==> src/rtl/mror_pkg.sv <==
`timescale 1ns / 1ps

package mror_pkg;

	// operation codes as they arrive on the item channel
	localparam logic [2:0] OP_WRITE  = 3'd0;
	localparam logic [2:0] OP_READ   = 3'd1;
	localparam logic [2:0] OP_ATTACH = 3'd2;
	localparam logic [2:0] OP_DETACH = 3'd3;
	localparam logic [2:0] OP_EOF    = 3'd4;
	localparam logic [2:0] OP_QUERY  = 3'd5;

	// result status codes
	localparam logic [2:0] STAT_OK      = 3'd0;
	localparam logic [2:0] STAT_NO_DATA = 3'd1;
	localparam logic [2:0] STAT_EOS     = 3'd2;
	localparam logic [2:0] STAT_NO_FREE = 3'd3;
	localparam logic [2:0] STAT_NOT_FND = 3'd4;

	typedef enum logic [2:0] {
		K_WRITE,
		K_READ,
		K_ATTACH,
		K_DETACH,
		K_EOF,
		K_QUERY,
		K_NOP
	} kind_t;

	typedef struct packed {
		kind_t      kind;
		logic [1:0] slot;
		logic       slot_ok;
	} cmd_t;

	typedef struct packed {
		logic valid;
		cmd_t cmd;
	} head_t;

endpackage

==> src/rtl/mror_ram.sv <==
`timescale 1ns / 1ps

module mror_ram #(
	parameter int WIDTH = 8,
	parameter int DEPTH = 16
) (
	input  logic                     clk,
	input  logic                     we,
	input  logic [$clog2(DEPTH)-1:0] waddr,
	input  logic [WIDTH-1:0]         wdata,
	input  logic                     re,
	input  logic [$clog2(DEPTH)-1:0] raddr,
	output logic [WIDTH-1:0]         rdata
);

	logic [WIDTH-1:0] mem_q [DEPTH];

	always_ff @(posedge clk) begin
		if (we) begin
			mem_q[waddr] <= wdata;
		end
		if (re) begin
			rdata <= mem_q[raddr];
		end
	end

endmodule

==> src/rtl/mror_front.sv <==
`timescale 1ns / 1ps

// Takes items, decodes them into commands and holds them in a two-word queue.
module mror_front #(
	parameter int READERS    = 4,
	parameter int DATA_WIDTH = 8
) (
	input  logic                  clk,
	input  logic                  arst_n,
	input  logic                  item_valid,
	output logic                  item_stall,
	input  logic [2:0]            operation,
	input  logic [1:0]            reader_slot,
	input  logic [DATA_WIDTH-1:0] write_data,
	output mror_pkg::head_t       head,
	output logic [DATA_WIDTH-1:0] head_data,
	input  logic                  pop
);

	mror_pkg::cmd_t        dec;
	mror_pkg::cmd_t        cmd_q  [2];
	logic [DATA_WIDTH-1:0] data_q [2];
	logic                  rd_q;
	logic                  wr_q;
	logic [1:0]            cnt_q;
	logic                  push;
	logic                  do_pop;

	always_comb begin
		case (operation)
			mror_pkg::OP_WRITE:  dec.kind = mror_pkg::K_WRITE;
			mror_pkg::OP_READ:   dec.kind = mror_pkg::K_READ;
			mror_pkg::OP_ATTACH: dec.kind = mror_pkg::K_ATTACH;
			mror_pkg::OP_DETACH: dec.kind = mror_pkg::K_DETACH;
			mror_pkg::OP_EOF:    dec.kind = mror_pkg::K_EOF;
			mror_pkg::OP_QUERY:  dec.kind = mror_pkg::K_QUERY;
			default:             dec.kind = mror_pkg::K_NOP;
		endcase
		dec.slot    = reader_slot;
		dec.slot_ok = 32'(reader_slot) < 32'(READERS);
	end

	assign item_stall = (cnt_q == 2'd2);
	assign push       = item_valid && !item_stall;
	assign do_pop     = pop && (cnt_q != 2'd0);

	assign head.valid = (cnt_q != 2'd0);
	assign head.cmd   = cmd_q[rd_q];
	assign head_data  = data_q[rd_q];

	always_ff @(posedge clk or negedge arst_n) begin
		if (!arst_n) begin
			rd_q  <= 1'b0;
			wr_q  <= 1'b0;
			cnt_q <= 2'd0;
		end else begin
			if (push) begin
				wr_q <= !wr_q;
			end
			if (do_pop) begin
				rd_q <= !rd_q;
			end
			if (push && !do_pop) begin
				cnt_q <= cnt_q + 2'd1;
			end else if (do_pop && !push) begin
				cnt_q <= cnt_q - 2'd1;
			end
		end
	end

	always_ff @(posedge clk) begin
		if (push) begin
			cmd_q[wr_q]  <= dec;
			data_q[wr_q] <= write_data;
		end
	end

endmodule

==> src/rtl/mror_back.sv <==
`timescale 1ns / 1ps

// Executes queued commands against the pointer state and drives the result register.
module mror_back #(
	parameter int CAPACITY   = 15,
	parameter int READERS    = 4,
	parameter int DATA_WIDTH = 8,
	localparam int SLOTS     = CAPACITY + 1,
	localparam int PW        = $clog2(SLOTS)
) (
	input  logic                  clk,
	input  logic                  arst_n,
	input  mror_pkg::head_t       head,
	input  logic [DATA_WIDTH-1:0] head_data,
	output logic                  pop,
	output logic                  ram_we,
	output logic [PW-1:0]         ram_waddr,
	output logic [DATA_WIDTH-1:0] ram_wdata,
	output logic                  ram_re,
	output logic [PW-1:0]         ram_raddr,
	input  logic [DATA_WIDTH-1:0] ram_rdata,
	output logic                  result_valid,
	input  logic                  result_stall,
	output logic [2:0]            status,
	output logic [DATA_WIDTH-1:0] read_data,
	output logic                  last,
	output logic [1:0]            assigned_slot,
	output logic                  is_empty,
	output logic [2:0]            reader_count,
	output logic                  overrun
);

	localparam int RW = (READERS > 1) ? $clog2(READERS) : 1;

	typedef enum logic {
		S_IDLE,
		S_DRAIN
	} state_t;

	function automatic logic [PW-1:0] adv(input logic [PW-1:0] p);
		adv = (p == PW'(SLOTS - 1)) ? '0 : PW'(p + PW'(1));
	endfunction

	state_t                state_q, state_d;
	logic [PW-1:0]         wp_q, wp_d;
	logic [PW-1:0]         old_q, old_d;
	logic [PW-1:0]         rptr_q [READERS];
	logic [PW-1:0]         rptr_d [READERS];
	logic [READERS-1:0]    used_q, used_d;
	logic [READERS-1:0]    endf_q, endf_d;
	logic                  eof_q, eof_d;
	logic [RW-1:0]         drain_q, drain_d;

	logic                  res_valid_q;
	logic [2:0]            status_q;
	logic [DATA_WIDTH-1:0] data_q;
	logic                  last_q;
	logic [1:0]            slot_q;
	logic                  empty_q;
	logic [2:0]            count_q;
	logic                  over_q;

	logic                  load;
	logic [2:0]            n_status;
	logic [DATA_WIDTH-1:0] n_data;
	logic                  n_last;
	logic [1:0]            n_slot;
	logic                  n_empty;
	logic [2:0]            n_count;
	logic                  n_over;

	logic                  out_free;
	logic [PW-1:0]         wpn;
	logic [PW-1:0]         nxt;
	logic [RW-1:0]         sidx;
	logic                  sel_ok;
	logic [PW-1:0]         sel_ptr;
	logic                  free_found;
	logic [RW-1:0]         free_idx;

	always_comb begin
		state_d  = state_q;
		wp_d     = wp_q;
		old_d    = old_q;
		rptr_d   = rptr_q;
		used_d   = used_q;
		endf_d   = endf_q;
		eof_d    = eof_q;
		drain_d  = drain_q;

		pop       = 1'b0;
		load      = 1'b0;
		ram_we    = 1'b0;
		ram_waddr = wp_q;
		ram_wdata = head_data;
		ram_re    = 1'b0;
		ram_raddr = rptr_q[drain_q];

		n_status = mror_pkg::STAT_OK;
		n_data   = '0;
		n_last   = 1'b1;
		n_slot   = 2'd0;
		n_empty  = 1'b0;
		n_over   = 1'b0;

		out_free = !res_valid_q || !result_stall;
		wpn      = adv(wp_q);
		nxt      = adv(rptr_q[drain_q]);
		sidx     = head.cmd.slot_ok ? RW'(head.cmd.slot) : '0;
		sel_ok   = head.cmd.slot_ok && used_q[sidx];
		sel_ptr  = rptr_q[sidx];

		// lowest free reader slot
		free_found = 1'b0;
		free_idx   = '0;
		for (int i = READERS - 1; i >= 0; i--) begin
			if (!used_q[i]) begin
				free_found = 1'b1;
				free_idx   = RW'(i);
			end
		end

		case (state_q)
			S_IDLE: begin
				if (head.valid && out_free) begin
					pop  = 1'b1;
					load = 1'b1;
					case (head.cmd.kind)
						mror_pkg::K_WRITE: begin
							ram_we = 1'b1;
							wp_d   = wpn;
							for (int i = 0; i < READERS; i++) begin
								if (used_q[i] && rptr_q[i] == wpn) begin
									rptr_d[i] = adv(rptr_q[i]);
									n_over    = 1'b1;
								end
							end
							if (old_q == wpn) begin
								old_d  = adv(old_q);
								n_over = 1'b1;
							end
						end
						mror_pkg::K_READ: begin
							if (!sel_ok) begin
								n_status = mror_pkg::STAT_NOT_FND;
							end else if (endf_q[sidx]) begin
								n_status = mror_pkg::STAT_EOS;
							end else if (sel_ptr == wp_q) begin
								n_status = mror_pkg::STAT_NO_DATA;
							end else begin
								// fetch first word; results come from the drain state
								load      = 1'b0;
								ram_re    = 1'b1;
								ram_raddr = sel_ptr;
								drain_d   = sidx;
								state_d   = S_DRAIN;
							end
						end
						mror_pkg::K_ATTACH: begin
							if (free_found) begin
								used_d[free_idx] = 1'b1;
								rptr_d[free_idx] = old_q;
								endf_d[free_idx] = eof_q;
								n_slot           = 2'(free_idx);
							end else begin
								n_status = mror_pkg::STAT_NO_FREE;
							end
						end
						mror_pkg::K_DETACH: begin
							if (!sel_ok) begin
								n_status = mror_pkg::STAT_NOT_FND;
							end else begin
								used_d[sidx] = 1'b0;
								endf_d[sidx] = 1'b0;
								rptr_d[sidx] = '0;
							end
						end
						mror_pkg::K_EOF: begin
							eof_d  = 1'b1;
							endf_d = endf_q | used_q;
						end
						mror_pkg::K_QUERY: begin
							if (!sel_ok) begin
								n_status = mror_pkg::STAT_NOT_FND;
							end else begin
								n_empty = (sel_ptr == wp_q);
							end
						end
						default: ;
					endcase
				end
			end
			S_DRAIN: begin
				if (out_free) begin
					load            = 1'b1;
					rptr_d[drain_q] = nxt;
					n_data          = ram_rdata;
					n_last          = (nxt == wp_q);
					if (n_last) begin
						state_d = S_IDLE;
					end else begin
						ram_re    = 1'b1;
						ram_raddr = nxt;
					end
				end
			end
			default: state_d = S_IDLE;
		endcase

		n_count = 3'($countones(used_d));
	end

	always_ff @(posedge clk or negedge arst_n) begin
		if (!arst_n) begin
			state_q     <= S_IDLE;
			wp_q        <= '0;
			old_q       <= '0;
			for (int i = 0; i < READERS; i++) begin
				rptr_q[i] <= '0;
			end
			used_q      <= '0;
			endf_q      <= '0;
			eof_q       <= 1'b0;
			drain_q     <= '0;
			res_valid_q <= 1'b0;
			status_q    <= '0;
			data_q      <= '0;
			last_q      <= 1'b0;
			slot_q      <= '0;
			empty_q     <= 1'b0;
			count_q     <= '0;
			over_q      <= 1'b0;
		end else begin
			state_q <= state_d;
			wp_q    <= wp_d;
			old_q   <= old_d;
			rptr_q  <= rptr_d;
			used_q  <= used_d;
			endf_q  <= endf_d;
			eof_q   <= eof_d;
			drain_q <= drain_d;
			if (load) begin
				res_valid_q <= 1'b1;
				status_q    <= n_status;
				data_q      <= n_data;
				last_q      <= n_last;
				slot_q      <= n_slot;
				empty_q     <= n_empty;
				count_q     <= n_count;
				over_q      <= n_over;
			end else if (!result_stall) begin
				res_valid_q <= 1'b0;
			end
		end
	end

	assign result_valid  = res_valid_q;
	assign status        = status_q;
	assign read_data     = data_q;
	assign last          = last_q;
	assign assigned_slot = slot_q;
	assign is_empty      = empty_q;
	assign reader_count  = count_q;
	assign overrun       = over_q;

endmodule

==> src/rtl/multi_reader_overwrite_ring_top.sv <==
`timescale 1ns / 1ps

// channel   handshake                    payload
// item      item_valid / item_stall      operation, reader_slot, write_data
// result    result_valid / result_stall  status, read_data, last, assigned_slot,
//                                        is_empty, reader_count, overrun
//
// Items go through a two-word command queue to the execute stage, which takes one
// command per cycle while no read is draining and result_stall is low. Every command
// but a read with data gives one result. A read that drains N words first fetches the
// first word from the ring RAM (registered read), then gives one word per cycle while
// result_stall is low. Reset clears pointers, reader flags and the queue at once; ring
// contents stay undefined until written. item_stall is high while the queue is full;
// the result register holds under result_stall and the execute stage waits for it.
module multi_reader_overwrite_ring_top #(
	parameter int CAPACITY   = 15,
	parameter int READERS    = 4,
	parameter int DATA_WIDTH = 8
) (
	input  logic                  clk,
	input  logic                  arst_n,
	input  logic                  item_valid,
	output logic                  item_stall,
	input  logic [2:0]            operation,
	input  logic [1:0]            reader_slot,
	input  logic [DATA_WIDTH-1:0] write_data,
	output logic                  result_valid,
	input  logic                  result_stall,
	output logic [2:0]            status,
	output logic [DATA_WIDTH-1:0] read_data,
	output logic                  last,
	output logic [1:0]            assigned_slot,
	output logic                  is_empty,
	output logic [2:0]            reader_count,
	output logic                  overrun
);

	localparam int SLOTS = CAPACITY + 1;
	localparam int PW    = $clog2(SLOTS);

	mror_pkg::head_t       head;
	logic [DATA_WIDTH-1:0] head_data;
	logic                  pop;
	logic                  ram_we;
	logic [PW-1:0]         ram_waddr;
	logic [DATA_WIDTH-1:0] ram_wdata;
	logic                  ram_re;
	logic [PW-1:0]         ram_raddr;
	logic [DATA_WIDTH-1:0] ram_rdata;

	mror_front #(
		.READERS    (READERS),
		.DATA_WIDTH (DATA_WIDTH)
	) u_front (
		.clk         (clk),
		.arst_n      (arst_n),
		.item_valid  (item_valid),
		.item_stall  (item_stall),
		.operation   (operation),
		.reader_slot (reader_slot),
		.write_data  (write_data),
		.head        (head),
		.head_data   (head_data),
		.pop         (pop)
	);

	mror_back #(
		.CAPACITY   (CAPACITY),
		.READERS    (READERS),
		.DATA_WIDTH (DATA_WIDTH)
	) u_back (
		.clk           (clk),
		.arst_n        (arst_n),
		.head          (head),
		.head_data     (head_data),
		.pop           (pop),
		.ram_we        (ram_we),
		.ram_waddr     (ram_waddr),
		.ram_wdata     (ram_wdata),
		.ram_re        (ram_re),
		.ram_raddr     (ram_raddr),
		.ram_rdata     (ram_rdata),
		.result_valid  (result_valid),
		.result_stall  (result_stall),
		.status        (status),
		.read_data     (read_data),
		.last          (last),
		.assigned_slot (assigned_slot),
		.is_empty      (is_empty),
		.reader_count  (reader_count),
		.overrun       (overrun)
	);

	mror_ram #(
		.WIDTH (DATA_WIDTH),
		.DEPTH (SLOTS)
	) u_ring (
		.clk   (clk),
		.we    (ram_we),
		.waddr (ram_waddr),
		.wdata (ram_wdata),
		.re    (ram_re),
		.raddr (ram_raddr),
		.rdata (ram_rdata)
	);

	// ring writes only happen from idle, never during a drain
	a_ram_port_excl: assert property (@(posedge clk) disable iff (!arst_n)
		!(ram_we && ram_re))
		else $error("ring written and read in the same cycle");

	a_pop_has_word: assert property (@(posedge clk) disable iff (!arst_n)
		pop |-> head.valid)
		else $error("command popped from empty queue");

	a_err_single: assert property (@(posedge clk) disable iff (!arst_n)
		(result_valid && status != mror_pkg::STAT_OK) |-> (last && read_data == '0))
		else $error("error result not a single word");

	a_write_overrun_only: assert property (@(posedge clk) disable iff (!arst_n)
		(result_valid && overrun) |-> (status == mror_pkg::STAT_OK && last))
		else $error("overrun on a non-write result");

endmodule
==> config.mk <==
export PLATFORM = sky130hd
export DESIGN_NAME = multi_reader_overwrite_ring_top
export DESIGN_NICKNAME = d
export VERILOG_FILES = /design/src/rtl/mror_pkg.sv /design/src/rtl/mror_ram.sv /design/src/rtl/mror_front.sv /design/src/rtl/mror_back.sv /design/src/rtl/multi_reader_overwrite_ring_top.sv
export SDC_FILE = /design/constraint.sdc
export NUM_CORES = 1
export LEC_CHECK = 0
export BUFFER_PORTS_ARGS = -buffer_cell sky130_fd_sc_hd__buf_2
export CAP_MARGIN = 10
export CORE_MARGIN = 8
export CORE_UTILIZATION = 40
export CTS_BUF_LIST = sky130_fd_sc_hd__clkbuf_2 sky130_fd_sc_hd__clkbuf_4 sky130_fd_sc_hd__clkbuf_8
export CTS_CLUSTER_DIAMETER = 60
export DETAILED_ROUTE_END_ITERATION = 10
export GPL_TIMING_DRIVEN = 0
export SLEW_MARGIN = 5
export SYNTH_ARGS = -nofsm -noshare
export SYNTH_HDL_FRONTEND = slang
export SYNTH_SLANG_ARGS = --single-unit
==> constraint.sdc <==
create_clock -name clk -period 6.4 [get_ports clk]
set_input_delay 0.96 -clock clk [delete_from_list [all_inputs] [get_ports clk]]
set_output_delay 0.96 -clock clk [all_outputs]
set_load 0.01 [all_outputs]
==> impl_metrics.yaml <==
timing:
  drv_slew: 0
  relSlewSlack_pct: 23.5
  totalNegativeSetupSlack_ns: 0
  fin_skew_ns: 0.0224
  finalSetupViolations: 0
  period_share_pct: 79.6
  hold_viol: 0
  grt_setup_unrepaired: "false"
  min_period_ns: 5.09
  worstMarginPinSlew_ns: 1.14
  hold_slack_ns: 0.490
  fmax_mhz: 196
floorplan:
  die_w_um: 184
  fp.dieArea_sq_um: 33700
  core-area_sq_um: 27700
  initial_core_util_pct: 40.5
  dieHeight_um: 184
  io_pins: 38
  rows: 61
job:
  maxCapViolations: 0
pwr:
  p_seq_share_pct: 28.4
  powerDensity_nw_per_um2: 585
  pwr-share-comb_pct: 54.2
  intPower_mw: 4.08
  power_leakage_nw: 4.68
  p_sw_share_pct: 44.8
  clkPwrFrac_pct: 17.3
  vdd_drop_max_uv: 277
  switchingPower_mw: 3.32
placed_design:
  io_buffer_count: 37
  place.gp.congestion: 0.920
  dp.final_hpwl_um: 21100
drt:
  drt-initial-drc-count: 877
  wl_um: 30900
  avgViaCountPerCell: 5.82
  first_pass_iters: 5
  num_vias: 8293
  highest_layer: "met4"
  wl_met2_um: 13400
  m1WireLength_um: 14100
  postRouteAntennaNets: 0
  post_drt_wl_per_cell_um: 21.7
  remaining_drc_errors: 0
  wl_met3_um: 2410
layout:
  n_fill_cell: 2551
  area.sequential_sq_um: 6370
  final_nets: 1051
  drive_above_1_share_pct: 15.0
  insertedDiodeCount: 0
  multi_input_comb_area_sq_um: 4480
  areaGrowthSynthToFinish_pct: 12.8
critical_path:
  r2r_setup_slack_ns: 1.31
  startpoint_type: "flop"
  reg2reg_depth: 12
  r2r_start: "u_front.rd_q$_DFFE_PN0P_"
  worstSetupPathType: "flop to flop"
  worst_ep_required_time_ns: 6.81
  arrival_ns: 5.51
  critPathCaptureType: "flop"
  reg2reg_to: "u_ring.rdata[4]$_DFFE_PP_"
  critPathMaxFanout: 10
global_route:
  grt_pass1_wl_um: 47600
  grt_pass1_vias: 8010
  grt_overflow: 0
  grt_max_degree: 61
  grt_antenna_before_repair: 1
  grtUsageTotal_pct: 18.1
yosys:
  ys_types: 76
  ys_ff_latch: 222
  ys.flop_type: "edfxtp_1"
  synthTopCellsByArea: "edfxtp_1 (43%), dfrtp_1 (13%), mux2i_1 (3.8%), xnor2_1 (2.3%), nand2_1 (2.1%)"
  synth_warnings: 0
  yosysTopAreaCellShare_pct: 43.3
  synth_top_area_cell: "edfxtp_1"
  syn_area_per_cell_sq_um: 11.9
  synth_most_common_cell: "edfxtp_1"
  synth_edf_count: 162
  yosys-top-cells-count: "edfxtp_1 (162), nand2_1 (62), dfrtp_1 (60)"
  synthesis.nets: 973
  async_flop_share_pct: 27.0
  synth_seq_area_share_pct: 56.7
  synth_cells: 941
  netlist_area_sq_um: 11200
clocking:
  htreeDepth: 2
  clkTransAtPathRegs_ns: 0.06
  postCtsHoldBufs: 0
  cts.sinks: 222
  cts_resized: 0
  clkLatencyLatePin_ns: 0.55
  clock_path_buffers: 3
  cts_setup_buffers: 0
  cts_tree: "done"
  cts_buffers: 37
  cts_root_buf: "clkbuf_8"
run_status:
  outcome: "complete, no violations"
worst_hold_path:
  holdPathEnd: "u_back.assigned_slot[0]$_DFFE_PN0P_"
  hp-start: "u_back.assigned_slot[0]$_DFFE_PN0P_"
  min_delay_path_depth: 1
  hold_path.class: "flop to flop"
==> how the worst max path moves through the flow <==
stage | start | end | slack (ns)
global route | u_front.rd_q$_DFFE_PN0P_ | u_ring.rdata[3]$_DFFE_PP_ | 1.08
floorplan | u_back.rptr_q[0]$_DFFE_PN0P_ | u_ring.rdata[0]$_DFFE_PP_ | 2.42
global placement | u_front.rd_q$_DFFE_PN0P_ | u_ring.rdata[2]$_DFFE_PP_ | 1.45
CTS | u_front.rd_q$_DFFE_PN0P_ | u_ring.rdata[4]$_DFFE_PP_ | 1.41
finish | u_front.rd_q$_DFFE_PN0P_ | u_ring.rdata[4]$_DFFE_PP_ | 1.31
detailed placement | u_front.rd_q$_DFFE_PN0P_ | u_ring.rdata[4]$_DFFE_PP_ | 1.52
==> metrics by stage <==
step	power (mW)	instances	cell area, sq um	setup WS [ns]	utilization (%)
2_1_floorplan	4.90	941	11200	2.42	-
3_5_place_dp	6.08	1357	11900	1.52	42.9
6_report	7.40	1424	12700	1.31	45.7
5_1_grt	7.84	1424	12700	1.08	45.7
4_1_cts	7.38	1423	12600	1.41	45.6
3_3_place_gp	6.03	1356	11900	1.45	42.9
==> registers in the layout, summed over array words and instances (netlist names), 2 cells and up <==
register / cells
u_back.assigned_slot: 2
u_back.drain_q: 2
u_back.endf_q: 4
u_back.old_q: 4
u_back.ram_waddr: 4
u_back.read_data: 8
u_back.reader_count: 3
u_back.rptr_q: 16
u_back.status: 3
u_back.used_q: 4
u_front.cmd_q: 10
u_front.cnt_q: 2
u_front.data_q: 16
u_ring.mem_q: 128
u_ring.rdata: 8
==> worst max-delay path, cell delays in order (launching register included) <==
cell       delay [ns]
dfrtp_1          0.41
buf_2            0.22
nor3b_1          0.66
o21bai_1         0.18
nand4_1          0.18
xor2_1           0.26
a41oi_1          0.37
a211oi_1         0.93
clkbuf_1         0.39
o31ai_1          0.13
a2111oi_0        0.77
a2111o_1         0.29
or3_1            0.17
==> kinds of logic (layout without fill, tap and decap cells) <==
kind of cell,after synthesis,count (layout),synth area share [%]
fa+ha+maj,15,15,1.74
simple gates,242,242,11.0
buf+inv,97,202,3.44
xor+xnor,40,40,3.19
flops,222,222,56.7
mux,71,71,7.31
compound gates,254,254,16.6
==> layout by cell type, fill, tap and decap left out, types with 9 or more instances in the layout <==
master | synthesis | layout
buf_1 | 12 | 12
and3_1 | 11 | 11
dfrtp_1 | 60 | 60
a21o_1 | 11 | 11
a21oi_1 | 28 | 28
buf_2 | 11 | 49
o31ai_1 | 28 | 28
a22o_1 | 14 | 14
clkbuf_8 | 0 | 41
clkbuf_1 | 51 | 51
inv_1 | 20 | 20
or3_1 | 12 | 12
mux2_2 | 18 | 18
mux2i_1 | 43 | 43
xor2_1 | 9 | 9
edfxtp_1 | 162 | 162
ha_1 | 14 | 14
nor2_1 | 49 | 49
nor3_1 | 15 | 13
nand3_1 | 25 | 25
o21ai_0 | 43 | 43
nand2_1 | 62 | 62
a2111oi_0 | 24 | 24
a31oi_1 | 10 | 10
o22ai_1 | 27 | 27
clkbuf_4 | 0 | 10
xnor2_1 | 30 | 30
nand4_1 | 31 | 31
==> area by class of cell <==
type                            count  area share (%)
Sequential cell                   222            50.3
Multi-Input combinational cell    622            35.4
Clock buffer                       51            5.05
Tap cell                          378            3.74
Buffer                             76            2.43
Timing Repair Buffer               39            1.56
Clock inverter                     15           0.899
Inverter                           21           0.623
==> power by group through the flow <==
stage | Combinational, mW | Clock [mW] | Sequential (mW)
final | 4.02 | 1.28 | 2.11
after floorplan | 2.81 | 0 | 2.09
after global placement | 3.91 | 0 | 2.12
after detailed placement | 3.95 | 0 | 2.13
after CTS | 3.96 | 1.31 | 2.10
after global routing | 4.33 | 1.38 | 2.13
==> routing by layer <==
layer	vias up	track usage (%)
met5	-	0
met3	64	3.28
li1	3821	-
met2	367	26.6
met1	4041	26.1
met4	0	7.03
Power figures use the tool's default switching activity.
